==> config.mk <==
export PLATFORM = sky130hd
export DESIGN_NAME = scae_ln2mul
export DESIGN_NICKNAME = d
export VERILOG_FILES = /design/src/rtl/scae_pkg.sv /design/src/rtl/scae_ln2mul.sv
export SDC_FILE = /design/constraint.sdc
export NUM_CORES = 2
export LEC_CHECK = 0
export BUFFER_PORTS_ARGS = -buffer_cell sky130_fd_sc_hd__buf_2
export CAP_MARGIN = 20
export CORE_AREA = 2 2 364 366
export CTS_CLUSTER_DIAMETER = 120
export DETAILED_ROUTE_END_ITERATION = 10
export DIE_AREA = 0 0 366 368
export HOLD_SLACK_MARGIN = 0.05
export PLACE_DENSITY = 0.46
export SLEW_MARGIN = 20
export SYNTH_ARGS = -nofsm -noshare
export SYNTH_HDL_FRONTEND = slang
export SYNTH_SLANG_ARGS = --single-unit
==> constraint.sdc <==
create_clock -name clk -period 20.8 [get_ports clk]
set_input_delay 4.16 -clock clk [delete_from_list [all_inputs] [get_ports clk]]
set_output_delay 4.16 -clock clk [all_outputs]
set_load 0.01 [all_outputs]
==> src/rtl/scae_pkg.sv <==
// Shared types, widths, latencies and coefficient tables for the strong coupling evaluator.
// Used by every module under rtl except scae_delay; depends on nothing else.
`default_nettype none
package scae_pkg;

  localparam int Q2_W      = 48;
  localparam int LAM_W     = 24;
  localparam int ORD_W     = 2;
  localparam int NF_W      = 3;
  localparam int ALPHA_W   = 32;
  localparam int LR_W      = 38;  // L in Q.32 stays below 2^38
  localparam int LOG_ITER  = 32;  // fraction bits of each logarithm
  localparam int LOG_LAT   = 2 + 2 * LOG_ITER;
  localparam int DIV_STEPS = 65;
  localparam int LN2_LAT   = 2;
  localparam int SMUL_LAT  = 2;

  localparam logic [63:0] LN2_Q64 = 64'hB172_17F7_D1CF_79AC;
  localparam logic [63:0] PI_Q56  = 64'h0324_3F6A_8885_A309;
  localparam logic [63:0] SAT_LIM = 64'h2000_0000_0000_0000;
  localparam logic signed [63:0] ONE_Q32  = 64'sh0000_0001_0000_0000;
  localparam logic signed [63:0] HALF_Q32 = 64'sh0000_0000_8000_0000;
  localparam logic signed [63:0] LOG_BIAS = 64'sh0000_0020_0000_0000;

  localparam logic [Q2_W-1:0] NF3_MIN = 48'd656;
  localparam logic [Q2_W-1:0] NF4_MIN = 48'd109059;
  localparam logic [Q2_W-1:0] NF5_MIN = 48'd1101661;
  localparam logic [Q2_W-1:0] NF6_MIN = 48'd1938817024;

  localparam logic [LAM_W-1:0] LAMBDA_RST = 24'd26214;
  localparam logic [ORD_W-1:0] ORDER_RST  = 2'd2;

  typedef enum logic [0:0] {
    REG_LAMBDA_SQ = 1'b0,
    REG_EXP_ORDER = 1'b1
  } cfg_reg_t;

  typedef struct packed {
    logic [NF_W-1:0]  nf;
    logic             dom;
    logic [ORD_W-1:0] ord;
  } side_t;

  // Leading coefficient 4pi/b0 in Q.32.
  localparam logic [63:0] PI12 = 64'd12 * PI_Q56;
  localparam logic [63:0] A_NF2 = (PI12 / 64'd29) >> 24;
  localparam logic [63:0] A_NF3 = (PI12 / 64'd27) >> 24;
  localparam logic [63:0] A_NF4 = (PI12 / 64'd25) >> 24;
  localparam logic [63:0] A_NF5 = (PI12 / 64'd23) >> 24;
  localparam logic [63:0] A_NF6 = (PI12 / 64'd21) >> 24;

  // c1 = 2 b1 / b0^2 in Q.32.
  localparam logic [63:0] C1_NF2 = (64'd690 << 32) / 64'd841;
  localparam logic [63:0] C1_NF3 = (64'd576 << 32) / 64'd729;
  localparam logic [63:0] C1_NF4 = (64'd462 << 32) / 64'd625;
  localparam logic [63:0] C1_NF5 = (64'd348 << 32) / 64'd529;
  localparam logic [63:0] C1_NF6 = (64'd234 << 32) / 64'd441;

  // c1 squared, truncated to Q.32; c1 stays below 2^32 so no saturation occurs.
  localparam logic [63:0] CC_NF2 = (C1_NF2 * C1_NF2) >> 32;
  localparam logic [63:0] CC_NF3 = (C1_NF3 * C1_NF3) >> 32;
  localparam logic [63:0] CC_NF4 = (C1_NF4 * C1_NF4) >> 32;
  localparam logic [63:0] CC_NF5 = (C1_NF5 * C1_NF5) >> 32;
  localparam logic [63:0] CC_NF6 = (C1_NF6 * C1_NF6) >> 32;

  // d = b2 b0 / (8 b1^2) - 5/4 in Q.32, quotient truncated toward zero.
  localparam logic signed [63:0] D_NF2 =
    (64'sd1398989 * 64'sd4294967296) / 64'sd952200 - 64'sd5368709120;
  localparam logic signed [63:0] D_NF3 =
    (64'sd938709 * 64'sd4294967296) / 64'sd663552 - 64'sd5368709120;
  localparam logic signed [63:0] D_NF4 =
    (64'sd548575 * 64'sd4294967296) / 64'sd426888 - 64'sd5368709120;
  localparam logic signed [63:0] D_NF5 =
    (64'sd224687 * 64'sd4294967296) / 64'sd242208 - 64'sd5368709120;
  localparam logic signed [63:0] D_NF6 =
    (-64'sd36855 * 64'sd4294967296) / 64'sd109512 - 64'sd5368709120;

  function automatic logic signed [63:0] coef_a(input logic [NF_W-1:0] nf);
    case (nf)
      3'd2:    coef_a = $signed(A_NF2);
      3'd3:    coef_a = $signed(A_NF3);
      3'd4:    coef_a = $signed(A_NF4);
      3'd5:    coef_a = $signed(A_NF5);
      default: coef_a = $signed(A_NF6);
    endcase
  endfunction

  function automatic logic signed [63:0] coef_c1(input logic [NF_W-1:0] nf);
    case (nf)
      3'd2:    coef_c1 = $signed(C1_NF2);
      3'd3:    coef_c1 = $signed(C1_NF3);
      3'd4:    coef_c1 = $signed(C1_NF4);
      3'd5:    coef_c1 = $signed(C1_NF5);
      default: coef_c1 = $signed(C1_NF6);
    endcase
  endfunction

  function automatic logic signed [63:0] coef_cc(input logic [NF_W-1:0] nf);
    case (nf)
      3'd2:    coef_cc = $signed(CC_NF2);
      3'd3:    coef_cc = $signed(CC_NF3);
      3'd4:    coef_cc = $signed(CC_NF4);
      3'd5:    coef_cc = $signed(CC_NF5);
      default: coef_cc = $signed(CC_NF6);
    endcase
  endfunction

  function automatic logic signed [63:0] coef_d(input logic [NF_W-1:0] nf);
    case (nf)
      3'd2:    coef_d = D_NF2;
      3'd3:    coef_d = D_NF3;
      3'd4:    coef_d = D_NF4;
      3'd5:    coef_d = D_NF5;
      default: coef_d = D_NF6;
    endcase
  endfunction

endpackage
`default_nettype wire

==> src/rtl/scae_ln2mul.sv <==
// Two-stage multiply of a magnitude by ln 2 (Q0.64), keeping the product bits above bit 63, with sign.
// Depends on scae_pkg.
`default_nettype none
module scae_ln2mul (
  input  logic                      clk,
  input  logic                      en,
  input  logic [scae_pkg::LR_W-1:0] mag,
  input  logic                      neg,
  output logic signed [63:0]        p
);
  import scae_pkg::*;
  localparam int PW = LR_W + 32;

  logic [PW-1:0]      ph_r, pl_r;
  logic               neg_r;
  logic [LR_W+63:0]   sum;
  logic [LR_W-1:0]    h;
  logic signed [63:0] p_r;

  always_ff @(posedge clk) begin
    if (en) begin
      ph_r  <= PW'(mag) * PW'(LN2_Q64[63:32]);
      pl_r  <= PW'(mag) * PW'(LN2_Q64[31:0]);
      neg_r <= neg;
    end
  end

  assign sum = {ph_r, 32'd0} + {32'd0, pl_r};
  assign h   = sum[LR_W+63:64];

  always_ff @(posedge clk) begin
    if (en) begin
      p_r <= neg_r ? (64'd0 - 64'(h)) : 64'(h);
    end
  end

  assign p = p_r;
endmodule
`default_nettype wire

==> key figures <==
Status
  – Outcome: finished, final reports clean

Timing
  – Clock skew: 15.8 ps
  – Final TNS setup: 0 ps
  – Fmax: 74.9 MHz
  – Fin. Hold Viols: 0
  – Slew Viols, Final: 0
  – Fin crit share: 64.2%
  – Fin crit period: 13360 ps
  – Final setup viols: 0
  – Unrepaired setup endpoints after global routing: false
  – Slew @ Worst Pin: 1060 ps
  – Slew headroom: 29.0%

Logic synthesis
  – Mapped Cells: 4313
  – Post-synth cell types: 86
  – Cell area after synthesis: 45500 um2
  – Post-synth EDFFs: 148
  – Register area share after synthesis: 9.77%
  – Post-synth ARST share: 0%
  – Main flop type after synthesis: edfxtp_1
  – Syn Nets: 6085
  – Warning count from the yosys run: 0
  – Avg Cell Area, Syn: 10.5 um2
  – Synthesized flop and latch total: 148

Setup path
  – Worst Path Max Fanout: 9
  – Worst path bufs/invs: 7
  – Top Family by Delay on Critical Path: adder cells
  – WP data arrival: 13530 ps
  – Data required, critical path: 20970 ps
  – CP Launch Type: input pin
  – Slowest cell on crit path: a21oi_1
  – Crit end category: flop
  – Worst reg-to-reg setup slack: 15910 ps
  – Crit path largest cell delay: 630 ps
  – Crit path top cell by count: fa_1
  – WS Path Type: input pin to flop

Clocking
  – Post-CTS Hold Buffers: 0
  – TritonCTS Buffers: 17
  – Root buffer cell: clkbuf_16
  – # H-tree levels: 4
  – Worst-path clk slew: 70 ps
  – Clock latency at the later pin of the worst-skew pair: 440 ps
  – Cts repair resizes: 0
  – Sink Count: 148
  – CTS tree: built
  – Setup Fix Bufs, Post-CTS: 0
  – Clock buffer depth: 2

Layout
  – Layout fillers: 13.4k
  – Commonest non-fill, non-tap cell in the layout: inv_1
  – Most frequent cells in the layout: inv_1 (1257), fa_1 (941), ha_1 (790), edfxtp_1 (148), a21oi_1 (130)
  – Final #Nets: 6158
  – Synthesis-to-layout area growth: 6.76%
  – Register area: 4440 um2
  – Footprint of the multi-input gates: 36000 um2
  – Layout cells sized above 1: 3.86%

Route
  – Metal3 WL: 11500 um
  – Wl on met1: 81000 um
  – Wire per inst: 27.7 um
  – DRT Pass-1 Iters: 6
  – Met2 WL: 74200 um
  – DR DRC count: 0
  – Final ANT Viol Nets: 0
  – WL final: 170000 um
  – Via count: 30.5k
  – DR top layer: met5
  – DR iter-0 viols: 2567
  – Vias per std cell: 4.96

Global route
  – Grt total ovfl: 0
  – Number of global-route vias before repair: 32.2k
  – Initial antenna violation count: 8
  – Global-route wire length before repair: 241000 um
  – GRT Overall Usage: 25.5%
  – Largest net degree at the start of global routing: 81

Placed design
  – PortBufs: 104
  – HPWL after DPL: 157000 um
  – Final GP Congestion: 1.01

Floorplanning
  – Die Width: 366 um
  – Ports: 105
  – Core area: 131000 um2
  – Starting Density: 34.8%
  – Standard-cell rows: 133
  – Die area: 135000 um2
  – Die height: 368 um

Min path
  – Hold Crit Class: flop to flop

Run
  – Max_cap viols: 0
## worst register-to-register path, cell delays in order, from the launching register on
cell,delay [ps]
edfxtp_1,420
ha_1,430
nand3_1,220
nor3_1,280
and4_1,260
a211oi_2,130
a2111o_1,530
nor3_1,860
a21oi_1,110
and4b_1,400
nand4b_1,360
a41oi_1,340
o21ai_0,140
xnor2_1,160
## registers in the layout (all words and copies together), names as in the netlist
name and flops:
p 39, pl_r 38, neg_r 1, ph_r 70
## cell type report
type	count	share of cell area [%]
tap	1755	4.52
timing repair buffer	110	1.18
clock buffer	17	0.876
clock inverter	15	0.374
antenna	1	0.00515
multi-input combinational	2852	74.2
inverter	1257	9.71
sequential	148	9.15
## cells in the mapped netlist (5+ instances only)
| cell | number | area (um2) |
|---|---|---|
| a211o_1 | 6 | 52.6 |
| a21boi_0 | 7 | 52.6 |
| nor3_1 | 26 | 130 |
| nor2_1 | 89 | 334 |
| xor2_1 | 60 | 526 |
| o31ai_1 | 14 | 105 |
| xnor2_1 | 116 | 1020 |
| buf_4 | 25 | 188 |
| a211oi_1 | 14 | 105 |
| nand4_1 | 33 | 206 |
| nand2b_1 | 18 | 113 |
| and4_1 | 13 | 114 |
| nor3b_1 | 5 | 37.5 |
| clkbuf_1 | 26 | 97.6 |
| nand2_1 | 101 | 379 |
| o21a_1 | 25 | 188 |
| nand3_1 | 47 | 235 |
| fa_1 | 941 | 18800 |
| a21o_1 | 101 | 758 |
| nor4_1 | 7 | 43.8 |
| a221oi_1 | 7 | 61.3 |
| and3_1 | 25 | 156 |
| inv_1 | 1257 | 4720 |
| a21oi_1 | 130 | 651 |
| ha_1 | 790 | 9880 |
| o21ai_0 | 77 | 385 |
| o211ai_1 | 14 | 105 |
| edfxtp_1 | 148 | 4440 |
| and2_1 | 15 | 93.8 |
| or3_1 | 8 | 50.1 |
| a31oi_1 | 21 | 131 |
| o221ai_1 | 5 | 43.8 |
| or4_1 | 9 | 67.6 |
| nor2b_1 | 19 | 119 |
| nand3b_1 | 5 | 37.5 |
| o21bai_1 | 20 | 150 |
## per-layer routing
layer / vias to the layer above / track usage [%]
met5: - / 0
met4: 4 / 5.04
met3: 132 / 4.18
met2: 953 / 38.8
met1: 15679 / 38.1
li1: 13775 / -
## final timing paths
check	startpoint	endpoint	depth (start not counted)
setup reg to reg	ph_r[24]	p[31]	13
hold / removal	ph_r[69]	p[37]	1
hold reg to reg	ph_r[69]	p[37]	1
setup / recovery	mag[15]	pl_r[64]	27
## through the flow
stage / cells / area [um2] / hold slack [ps] / utilization (%) / worst slack, ps
2_1_floorplan: 4313 / 45500 / 566 / - / 9400
3_3_place_gp: 6122 / 48000 / 621 / 36.7 / 7040
3_5_place_dp: 6122 / 48000 / 633 / 36.7 / 7020
4_1_cts: 6154 / 48600 / 647 / 37.1 / 7440
5_1_grt: 6154 / 48600 / 677 / 37.1 / 6980
6_report: 6155 / 48600 / 637 / 37.1 / 7440
## cell families after synthesis
group / share of synthesized area (%)
DFF: 9.77
buffers and inverters: 11.0
and+or+nand+nor: 5.07
xor gates and xnor gates: 3.42
adders and majority gates: 63.1
muxes: 0.0880
AOI/OAI and AO/OA: 7.46
Power is left out: the tool's default activity adds up to more than one toggle a clock period on the data nets, which glitch-free logic cannot reach.
